[src/rtl/rte_pkg.sv]
package rte_pkg;

    // controller states, one-hot
    typedef enum logic [7:0] {
        S_IDLE = 8'b0000_0001,
        S_RTT  = 8'b0000_0010,
        S_MUL  = 8'b0000_0100,
        S_DIV  = 8'b0000_1000,
        S_EST  = 8'b0001_0000,
        S_DEV  = 8'b0010_0000,
        S_OUT  = 8'b0100_0000,
        S_SPARE = 8'b1000_0000
    } t_state;

    // controller to datapath
    typedef struct packed {
        logic load;      // capture input transfer, form wrapped difference
        logic rtt;       // round trip in ms, bump sample count
        logic mul;       // mean*(n-1) + sample, load divider
        logic div_step;  // one restoring divide step
        logic est;       // store mean, form estimate
        logic dev;       // form deviation
        logic emit;      // load output register
    } t_cmd;

    // datapath to controller
    typedef struct packed {
        logic out_free;  // output register empty or being drained
    } t_status;

    // timestamp and field widths
    localparam int unsigned TS_W   = 20;
    localparam int unsigned RTT_W  = 10;
    localparam int unsigned TMO_W  = 13;
    localparam int unsigned Q_W    = 18;
    localparam int unsigned SDATA_W = 40;
    localparam int unsigned MDATA_W = 80;

    // wrap of the microsecond difference, signed 22-bit math
    localparam logic signed [21:0] WRAP_US  = 22'sd1000000;
    localparam logic signed [21:0] WRAP2_US = 22'sd2000000;

    // floor(x/1000) = (x * RECIP_1000) >> RECIP_SHIFT for any 20-bit x
    localparam int unsigned      RECIP_W     = 21;
    localparam logic [20:0]      RECIP_1000  = 21'd1073742;
    localparam int unsigned      RECIP_SHIFT = 30;
    localparam int unsigned      RPROD_W     = TS_W + RECIP_W;

    localparam logic [RTT_W-1:0] RTT_MAX = 10'd999;

endpackage

[src/rtl/rte_ctrl.sv]
module rte_ctrl #(
    parameter int unsigned VAL_W = 18
) (
    input  logic              i_clk,
    input  logic              i_rst_n,
    input  logic              i_s_tvalid,
    output logic              o_s_tready,
    input  rte_pkg::t_status  i_status,
    output rte_pkg::t_cmd     o_cmd
);

    localparam int unsigned CNT_W = $clog2(VAL_W);
    localparam logic [CNT_W-1:0] LAST_STEP = CNT_W'(VAL_W - 1);

    rte_pkg::t_state r_state, n_state;
    logic [CNT_W-1:0] r_cnt, n_cnt;
    logic             accept;

    assign o_s_tready = (r_state == rte_pkg::S_IDLE);
    assign accept     = i_s_tvalid && o_s_tready;

    // next state and commands
    always_comb begin
        n_state = r_state;
        n_cnt   = r_cnt;
        o_cmd   = '0;
        case (r_state)
            rte_pkg::S_IDLE: begin
                if (accept) begin
                    o_cmd.load = 1'b1;
                    n_state    = rte_pkg::S_RTT;
                end
            end
            rte_pkg::S_RTT: begin
                o_cmd.rtt = 1'b1;
                n_state   = rte_pkg::S_MUL;
            end
            rte_pkg::S_MUL: begin
                o_cmd.mul = 1'b1;
                n_cnt     = LAST_STEP;
                n_state   = rte_pkg::S_DIV;
            end
            rte_pkg::S_DIV: begin
                o_cmd.div_step = 1'b1;
                if (r_cnt == '0) begin
                    n_state = rte_pkg::S_EST;
                end else begin
                    n_cnt = r_cnt - 1'b1;
                end
            end
            rte_pkg::S_EST: begin
                o_cmd.est = 1'b1;
                n_state   = rte_pkg::S_DEV;
            end
            rte_pkg::S_DEV: begin
                o_cmd.dev = 1'b1;
                n_state   = rte_pkg::S_OUT;
            end
            rte_pkg::S_OUT: begin
                if (i_status.out_free) begin
                    o_cmd.emit = 1'b1;
                    n_state    = rte_pkg::S_IDLE;
                end
            end
            default: begin
                n_state = rte_pkg::S_IDLE;
            end
        endcase
    end

    // state and step counter
    always_ff @(posedge i_clk) begin
        if (!i_rst_n) begin
            r_state <= rte_pkg::S_IDLE;
            r_cnt   <= '0;
        end else begin
            r_state <= n_state;
            r_cnt   <= n_cnt;
        end
    end

    // an accepted transfer always starts the round-trip step
    a_accept_starts: assert property (@(posedge i_clk) disable iff (!i_rst_n)
        accept |=> (r_state == rte_pkg::S_RTT))
        else $error("accepted transfer did not start processing");

    // divide steps count down one per cycle
    a_div_count: assert property (@(posedge i_clk) disable iff (!i_rst_n)
        (r_state == rte_pkg::S_DIV && r_cnt != '0) |=>
        (r_state == rte_pkg::S_DIV && r_cnt == $past(r_cnt) - 1'b1))
        else $error("divide step counter skipped");

    // a result is only loaded when the output register can take it
    a_emit_free: assert property (@(posedge i_clk) disable iff (!i_rst_n)
        o_cmd.emit |-> i_status.out_free)
        else $error("result loaded over a pending result");

endmodule

[src/rtl/rte_dpath.sv]
module rte_dpath #(
    parameter int unsigned COUNT_BITS = 32,
    parameter int unsigned FRAC_BITS  = 8
) (
    input  logic                          i_clk,
    input  logic                          i_rst_n,
    input  rte_pkg::t_cmd                 i_cmd,
    output rte_pkg::t_status              o_status,
    input  logic [rte_pkg::SDATA_W-1:0]   i_s_tdata,
    output logic                          o_m_tvalid,
    input  logic                          i_m_tready,
    output logic [rte_pkg::MDATA_W-1:0]   o_m_tdata
);

    localparam int unsigned VAL_W = rte_pkg::RTT_W + FRAC_BITS;
    localparam int unsigned SUM_W = VAL_W + COUNT_BITS;
    localparam int unsigned EXT_W = VAL_W + rte_pkg::Q_W;
    localparam logic [VAL_W-1:0] MEAN_MAX = VAL_W'({rte_pkg::RTT_MAX, {FRAC_BITS{1'b0}}});

    logic [rte_pkg::TS_W-1:0]  r_diff_us;
    logic [rte_pkg::RTT_W-1:0] r_rtt;
    logic [COUNT_BITS-1:0]     r_count;
    logic [COUNT_BITS-1:0]     r_rem;
    logic [VAL_W-1:0]          r_lo;
    logic [VAL_W-1:0]          r_mean, r_est, r_dev;

    logic                      r_out_valid;
    logic [rte_pkg::RTT_W-1:0] r_out_rtt;
    logic [rte_pkg::TMO_W-1:0] r_out_tmo;
    logic [rte_pkg::Q_W-1:0]   r_out_est, r_out_dev, r_out_mean;

    // microsecond difference with wrap
    logic signed [21:0] send_s, recv_s, diff_s, wrap_s;
    assign send_s = $signed({2'b00, i_s_tdata[rte_pkg::TS_W-1:0]});
    assign recv_s = $signed({2'b00, i_s_tdata[2*rte_pkg::TS_W-1:rte_pkg::TS_W]});
    assign diff_s = recv_s - send_s;
    always_comb begin
        if (diff_s < -rte_pkg::WRAP_US) begin
            wrap_s = diff_s + rte_pkg::WRAP2_US;
        end else if (diff_s < 22'sd0) begin
            wrap_s = diff_s + rte_pkg::WRAP_US;
        end else begin
            wrap_s = diff_s;
        end
    end

    // divide by 1000 through the reciprocal, saturate at 999 ms
    logic [rte_pkg::RPROD_W-1:0] rprod;
    logic [rte_pkg::RPROD_W-rte_pkg::RECIP_SHIFT-1:0] rtt_q;
    logic [rte_pkg::RTT_W-1:0] rtt_sat;
    assign rprod   = {{rte_pkg::RECIP_W{1'b0}}, r_diff_us} *
                     {{rte_pkg::TS_W{1'b0}}, rte_pkg::RECIP_1000};
    assign rtt_q   = rprod[rte_pkg::RPROD_W-1:rte_pkg::RECIP_SHIFT];
    assign rtt_sat = (rtt_q > {1'b0, rte_pkg::RTT_MAX}) ? rte_pkg::RTT_MAX
                                                       : rtt_q[rte_pkg::RTT_W-1:0];

    // sample in fixed point
    logic [VAL_W-1:0] sq;
    assign sq = {r_rtt, {FRAC_BITS{1'b0}}};

    // running sum mean*(n-1) + sample
    logic [COUNT_BITS-1:0] nm1;
    logic [SUM_W-1:0]      prod, sum;
    assign nm1  = r_count - 1'b1;
    assign prod = {{COUNT_BITS{1'b0}}, r_mean} * {{VAL_W{1'b0}}, nm1};
    assign sum  = prod + {{COUNT_BITS{1'b0}}, sq};

    // restoring divide step; remainder stays below n
    logic [COUNT_BITS:0] trial;
    logic                q_bit;
    assign trial = {r_rem, r_lo[VAL_W-1]};
    assign q_bit = (trial >= {1'b0, r_count});

    // estimate from the new mean and the sample
    logic [VAL_W+2:0] est_sum;
    assign est_sum = {r_lo, 3'b000} - {3'b000, r_lo} + {3'b000, sq};

    // deviation update
    logic [VAL_W-1:0] abs_err;
    logic [VAL_W+2:0] dev_sum;
    assign abs_err = (sq >= r_est) ? (sq - r_est) : (r_est - sq);
    assign dev_sum = {r_dev, 3'b000} - {3'b000, r_dev} + {3'b000, abs_err};

    // timeout = 4*dev + est, whole ms
    logic [VAL_W+2:0] tmo_sum;
    assign tmo_sum = {1'b0, r_dev, 2'b00} + {3'b000, r_est};

    // outputs cut to the 18-bit fields
    logic [EXT_W-1:0] est_ext, dev_ext, mean_ext;
    assign est_ext  = {{rte_pkg::Q_W{1'b0}}, r_est};
    assign dev_ext  = {{rte_pkg::Q_W{1'b0}}, r_dev};
    assign mean_ext = {{rte_pkg::Q_W{1'b0}}, r_mean};

    // estimator state
    always_ff @(posedge i_clk) begin
        if (!i_rst_n) begin
            r_count <= '0;
            r_mean  <= '0;
            r_est   <= '0;
            r_dev   <= '0;
        end else begin
            if (i_cmd.rtt && r_count != '1) begin
                r_count <= r_count + 1'b1;
            end
            if (i_cmd.est) begin
                r_mean <= r_lo;
                r_est  <= est_sum[VAL_W+2:3];
            end
            if (i_cmd.dev) begin
                r_dev <= dev_sum[VAL_W+2:3];
            end
        end
    end

    // working registers
    always_ff @(posedge i_clk) begin
        if (i_cmd.load) begin
            r_diff_us <= wrap_s[rte_pkg::TS_W-1:0];
        end
        if (i_cmd.rtt) begin
            r_rtt <= rtt_sat;
        end
        if (i_cmd.mul) begin
            r_rem <= sum[SUM_W-1:VAL_W];
            r_lo  <= sum[VAL_W-1:0];
        end else if (i_cmd.div_step) begin
            r_rem <= q_bit ? (trial[COUNT_BITS-1:0] - r_count) : trial[COUNT_BITS-1:0];
            r_lo  <= {r_lo[VAL_W-2:0], q_bit};
        end
    end

    // output register
    always_ff @(posedge i_clk) begin
        if (!i_rst_n) begin
            r_out_valid <= 1'b0;
        end else if (i_cmd.emit) begin
            r_out_valid <= 1'b1;
        end else if (i_m_tready) begin
            r_out_valid <= 1'b0;
        end
    end

    always_ff @(posedge i_clk) begin
        if (i_cmd.emit) begin
            r_out_rtt  <= r_rtt;
            r_out_tmo  <= tmo_sum[VAL_W+2:FRAC_BITS];
            r_out_est  <= est_ext[rte_pkg::Q_W-1:0];
            r_out_dev  <= dev_ext[rte_pkg::Q_W-1:0];
            r_out_mean <= mean_ext[rte_pkg::Q_W-1:0];
        end
    end

    assign o_status.out_free = !r_out_valid || i_m_tready;
    assign o_m_tvalid = r_out_valid;
    assign o_m_tdata  = {3'b000, r_out_mean, r_out_dev, r_out_est, r_out_tmo, r_out_rtt};

    // divider remainder never reaches the divisor
    a_rem_below_n: assert property (@(posedge i_clk) disable iff (!i_rst_n)
        i_cmd.div_step |-> (r_rem < r_count))
        else $error("divider remainder out of range");

    // mean, estimate and deviation never exceed the largest possible sample
    a_mean_bound: assert property (@(posedge i_clk) disable iff (!i_rst_n)
        r_out_valid |-> (r_mean <= MEAN_MAX && r_est <= MEAN_MAX && r_dev <= MEAN_MAX))
        else $error("smoothed value above largest sample");

endmodule

[src/rtl/rtt_timeout_estimator_top.sv]
// Round-trip timeout estimator. Each input transfer carries the microsecond
// parts of a send and a receive timestamp; each output transfer carries the
// round trip in whole ms, the retransmit timeout (4*deviation + estimate, ms),
// and the estimate, deviation and cumulative mean in ms with FRAC_BITS
// fraction bits. Input ready is low while an item is processed; the
// restoring divider forms the cumulative mean one quotient bit per cycle. A
// finished result waits in an output register, so the next item is accepted
// while it is unread. The sample count saturates at 2**COUNT_BITS-1.
module rtt_timeout_estimator_top #(
    parameter int unsigned COUNT_BITS = 32,
    parameter int unsigned FRAC_BITS  = 8
) (
    input  logic                        i_clk,
    input  logic                        i_rst_n,
    input  logic                        i_s_tvalid,
    output logic                        o_s_tready,
    // [19:0] send_time_us, [39:20] recv_time_us
    input  logic [rte_pkg::SDATA_W-1:0] i_s_tdata,
    output logic                        o_m_tvalid,
    input  logic                        i_m_tready,
    // [9:0] rtt_ms, [22:10] timeout_ms, [40:23] est_out, [58:41] dev_out,
    // [76:59] mean_out, [79:77] zero
    output logic [rte_pkg::MDATA_W-1:0] o_m_tdata
);

    rte_pkg::t_cmd    cmd;
    rte_pkg::t_status status;

    rte_ctrl #(
        .VAL_W (rte_pkg::RTT_W + FRAC_BITS)
    ) u_ctrl (
        .i_clk      (i_clk),
        .i_rst_n    (i_rst_n),
        .i_s_tvalid (i_s_tvalid),
        .o_s_tready (o_s_tready),
        .i_status   (status),
        .o_cmd      (cmd)
    );

    rte_dpath #(
        .COUNT_BITS (COUNT_BITS),
        .FRAC_BITS  (FRAC_BITS)
    ) u_dpath (
        .i_clk      (i_clk),
        .i_rst_n    (i_rst_n),
        .i_cmd      (cmd),
        .o_status   (status),
        .i_s_tdata  (i_s_tdata),
        .o_m_tvalid (o_m_tvalid),
        .i_m_tready (i_m_tready),
        .o_m_tdata  (o_m_tdata)
    );

endmodule
[config.mk]
export PLATFORM = sky130hd
export DESIGN_NAME = rtt_timeout_estimator_top
export DESIGN_NICKNAME = d
export VERILOG_FILES = /design/src/rtl/rte_pkg.sv /design/src/rtl/rte_ctrl.sv /design/src/rtl/rte_dpath.sv /design/src/rtl/rtt_timeout_estimator_top.sv
export SDC_FILE = /design/constraint.sdc
export NUM_CORES = 2
export LEC_CHECK = 0
export ABC_CLOCK_PERIOD_IN_PS = 16100
export BUFFER_PORTS_ARGS = -buffer_cell sky130_fd_sc_hd__buf_2
export CAP_MARGIN = 20
export CORE_MARGIN = 1
export CORE_UTILIZATION = 55
export CTS_BUF_LIST = sky130_fd_sc_hd__clkbuf_4
export DETAILED_ROUTE_END_ITERATION = 6
export GPL_TIMING_DRIVEN = 0
export PLACE_DENSITY = 0.72
export SETUP_SLACK_MARGIN = 0.02
export SYNTH_ARGS = -nofsm -noshare
export SYNTH_HDL_FRONTEND = slang
export SYNTH_SLANG_ARGS = --single-unit
[constraint.sdc]
create_clock -name i_clk -period 16.1 [get_ports i_clk]
set_input_delay 1.61 -clock i_clk [delete_from_list [all_inputs] [get_ports i_clk]]
set_output_delay 1.61 -clock i_clk [all_outputs]
set_load 0.02 [all_outputs]
==> run summary <==
result of the run - finished, final reports clean
die extent in y - 276 µm
number of vias per cell after detailed routing - 5.62
Final Setup Violations - 0
die area - 76100 µm²
clock root buffer - clkbuf_4
clock network latency to the later pin of the worst-skew pair - 0.78 ns
clock buffers created by TritonCTS - 60
dominant cells by area after synthesis - fa_1 29%, ha_1 14%, edfxtp_1 11%, inv_1 8.2%, and2_1 5.5%
remaining number of nets flagged by the antenna check after routing - 0
Core Rows - 100
number of hold buffers added after CTS - 0
first drt pass iteration count - 5
final period demand of the worst path - 10.46 ns
MaxCap Viol Count - 0
power density over the cells - 98.0 nW/µm²
Worst setup EP type - flop
setup repair after global routing missed its margin - false
number of ports placed on the die boundary - 126
slew margin rel. - 22.0%
setup skew after layout - 0.0791 ns
Worst-Margin Slew - 1.16 ns
most used flip-flop cell after synthesis - edfxtp_1
Max VDD drop - 0.237 mV
netlist area before placement - 41300 µm²
number of antenna violations at the first check in global routing - 6
Synth cell types - 89
kind of start point of the critical path - flop
maximum fanout count along the critical path - 10
Avg WL per Cell - 19.1 µm
CTS Buffer Depth - 3
share of the clock period used by the worst path after layout - 65.0%
Slowest-stage cell, CP - xnor2_1
crit path DAT - 10.89 ns
Async S/R FF share, synth - 0%
Seq/Total Area, Yosys - 16.2%
clock transition at the register clock pins on the worst setup and hold paths after CTS - 0.07 ns
sum of negative setup slack - 0 ns
Port Buf Inserts - 121
summed area of non-filler cells in the final layout - 44100 µm²
sum of overflow across all layers after global routing - 0
Post-CTS Repair Setup Buffers - 0
final hold violation count - 0
post-route setup slack - 5.64 ns
Max Clk Rate - 95.6 MHz
chip width - 276 µm
leakage power - 21.6 nW
GR Util All Layers - 29.6%
count of nets after finishing - 5832
Storage cell area - 6700 µm²
area after detailed placement - 43200 µm²
Max Transition Viols Final - 0
total number of clock tree sinks - 256
stage delay of the slowest cell on the critical path - 0.87 ns
Power Total - 4.32 mW
first-pass GRT wire length - 176000 µm
min-delay worst type - reg2reg
area inside the core boundary - 74300 µm²
fill cell count - 6617
area of the multi-input gates - 30500 µm²
# resized after CTS - 0
Setup Crit Path Kind - reg2reg
post-placement setup slack - 5.78 ns
detailed-placement wirelength estimate - 91300 µm
WL final - 110000 µm
critical path required time - 16.52 ns
vias in the first global route - 32531
clock tree from TritonCTS - built
proportion of netlist area held by the largest area contributor - 29.3%
global placer's final weighted congestion - 0.983
number of flip-flops and latches in the synthesized netlist - 256
pin count of the biggest net entering global routing - 37
most frequent CP cell - fa_1
count of flip-flops with a built-in enable after synthesis - 157
mean instance size in the synthesized netlist - 9.10 µm²
DR DRC count - 0
effective utilization at floorplan - 55.5%
H-Tree Depth - 2
number of cells produced by synthesis - 4535
Area growth, synth to finish - 6.77%
vias post-DR - 32366
detailed router's first-iteration violation count - 2487
YS warnings - 0
fraction of final layout cells with drive strength greater than 1 - 6.02%
dominant cell type by area after synthesis - fa_1
-- cell families (layout without fill, tap and decap cells) --
logic type	count (synthesis)	count (layout)	synth area share [%]
compound gates	613	613	9.54
xor+xnor	202	202	4.35
fa+ha+maj	1052	1052	42.9
buf+inv	1066	1317	9.79
flops	256	256	16.2
mux	30	30	0.740
other cells	1	5	0.00909
simple gates	1315	1315	16.5
-- state kept, by name, summed over array words and instances (netlist names), 7 cells and up --
name,flops
u_dpath.r_count,32
u_dpath.r_rem,32
u_dpath.r_diff_us,20
u_dpath.r_dev,18
u_dpath.r_est,18
u_dpath.r_lo,18
u_dpath.r_mean,18
u_dpath.r_out_dev,18
u_dpath.r_out_est,18
u_dpath.r_out_mean,18
u_dpath.r_out_tmo,13
u_dpath.r_out_rtt,10
u_dpath.r_rtt,10
u_ctrl.r_state,7
-- cell type report --
| type | count | share of cell area, % |
|---|---|---|
| Timing Repair Buffer | 137 | 1.72 |
| Tap cell | 969 | 2.75 |
| Buffer | 158 | 1.43 |
| Antenna cell | 2 | 0.0114 |
| Clock inverter | 19 | 0.202 |
| Inverter | 908 | 7.74 |
| Sequential cell | 256 | 15.2 |
| Multi-Input combinational cell | 3215 | 69.3 |
| Clock buffer | 95 | 1.62 |
-- per-stage QoR --
| stage | util, % | hold slack [ns] | instances |
|---|---|---|---|
| final | 59.3 | 0.488 | 5759 |
| after global routing | 59.3 | 0.517 | 5758 |
| after CTS | 59.2 | 0.510 | 5752 |
| after detailed placement | 58.1 | 0.497 | 5638 |
| after global placement | 58.0 | 0.491 | 5627 |
| after floorplan | - | 0.451 | 4537 |
-- placed cells by master (no fill, tap or decap), types with 26 or more instances in the layout --
cell      count
ha_1        449
nor2b_1      60
o21ai_0     155
inv_1       906
dfxtp_1      99
clkbuf_1    143
nor2_1      134
nand3_1      71
a21boi_0     29
clkbuf_4     95
nand2b_1     29
mux2i_1      26
and2_1      360
nor3_1       62
xnor2_1     145
a21o_1       68
fa_1        603
o21a_1       35
nand4_1      39
or3_1        26
a21oi_1     155
edfxtp_1    157
nand2_1     431
xor2_1       55
buf_2       130
-- layer usage --
layer	vias up	global-route usage [%]	wire length (µm)
met4	4	9.36	3620
met2	1029	48.5	51900
met1	16171	41.0	47200
met3	200	3.53	7370
li1	14962	-	-
met5	-	0	25
-- critical path: cells and delay by family (launching register included) --
kind	cells	cell delay [ns]
AO/OA/AOI/OAI	5	1.58
XOR/XNOR	2	1.15
AND/OR/NAND/NOR	5	1.14
adder cells (fa/ha/maj)	8	3.89
multiplexers	1	0.14
flip-flops	1	0.42
buffers and inverters	7	1.82
-- synthesized netlist by cell type (all sizes together) (29+ instances only) --
master and count:
or3 29, nor3 62, o21a 35, o21ai 156, a21boi 30, nor2 136, ha 449, fa 603
nor2b 61, inv 906, nand2b 29, nand4 39, xnor2 147, xor2 55, dfxtp 99, and2 360
clkbuf 143, nand3 71, a21o 68, a21oi 155, nand2 433, edfxtp 157
-- power breakdown --
part	internal, mW	switching [mW]	total (mW)
logic	1.27	1.72	2.99
clock network	0.270	0.284	0.555
registers	0.734	0.0399	0.774
total	2.28	2.04	4.32
-- final timing paths --
| path | startpoint | slack (ns) | cells past startpoint | end |
|---|---|---|---|---|
| worst max-delay path | u_dpath.r_count[0]$_SDFFE_PN0P_ | 5.64 | 28 | u_dpath.r_rem[16]$_DFFE_PN_ |
| worst min-delay path | u_dpath.r_rtt[9]$_SDFFCE_PN1P_ | 0.49 | 0 | u_dpath.r_out_rtt[9]$_DFFE_PP_ |
| worst max register to register | u_dpath.r_count[0]$_SDFFE_PN0P_ | 5.64 | 28 | u_dpath.r_rem[16]$_DFFE_PN_ |
| worst min register to register | u_dpath.r_rtt[9]$_SDFFCE_PN1P_ | 0.49 | 0 | u_dpath.r_out_rtt[9]$_DFFE_PP_ |
Power figures use the tool's default switching activity.
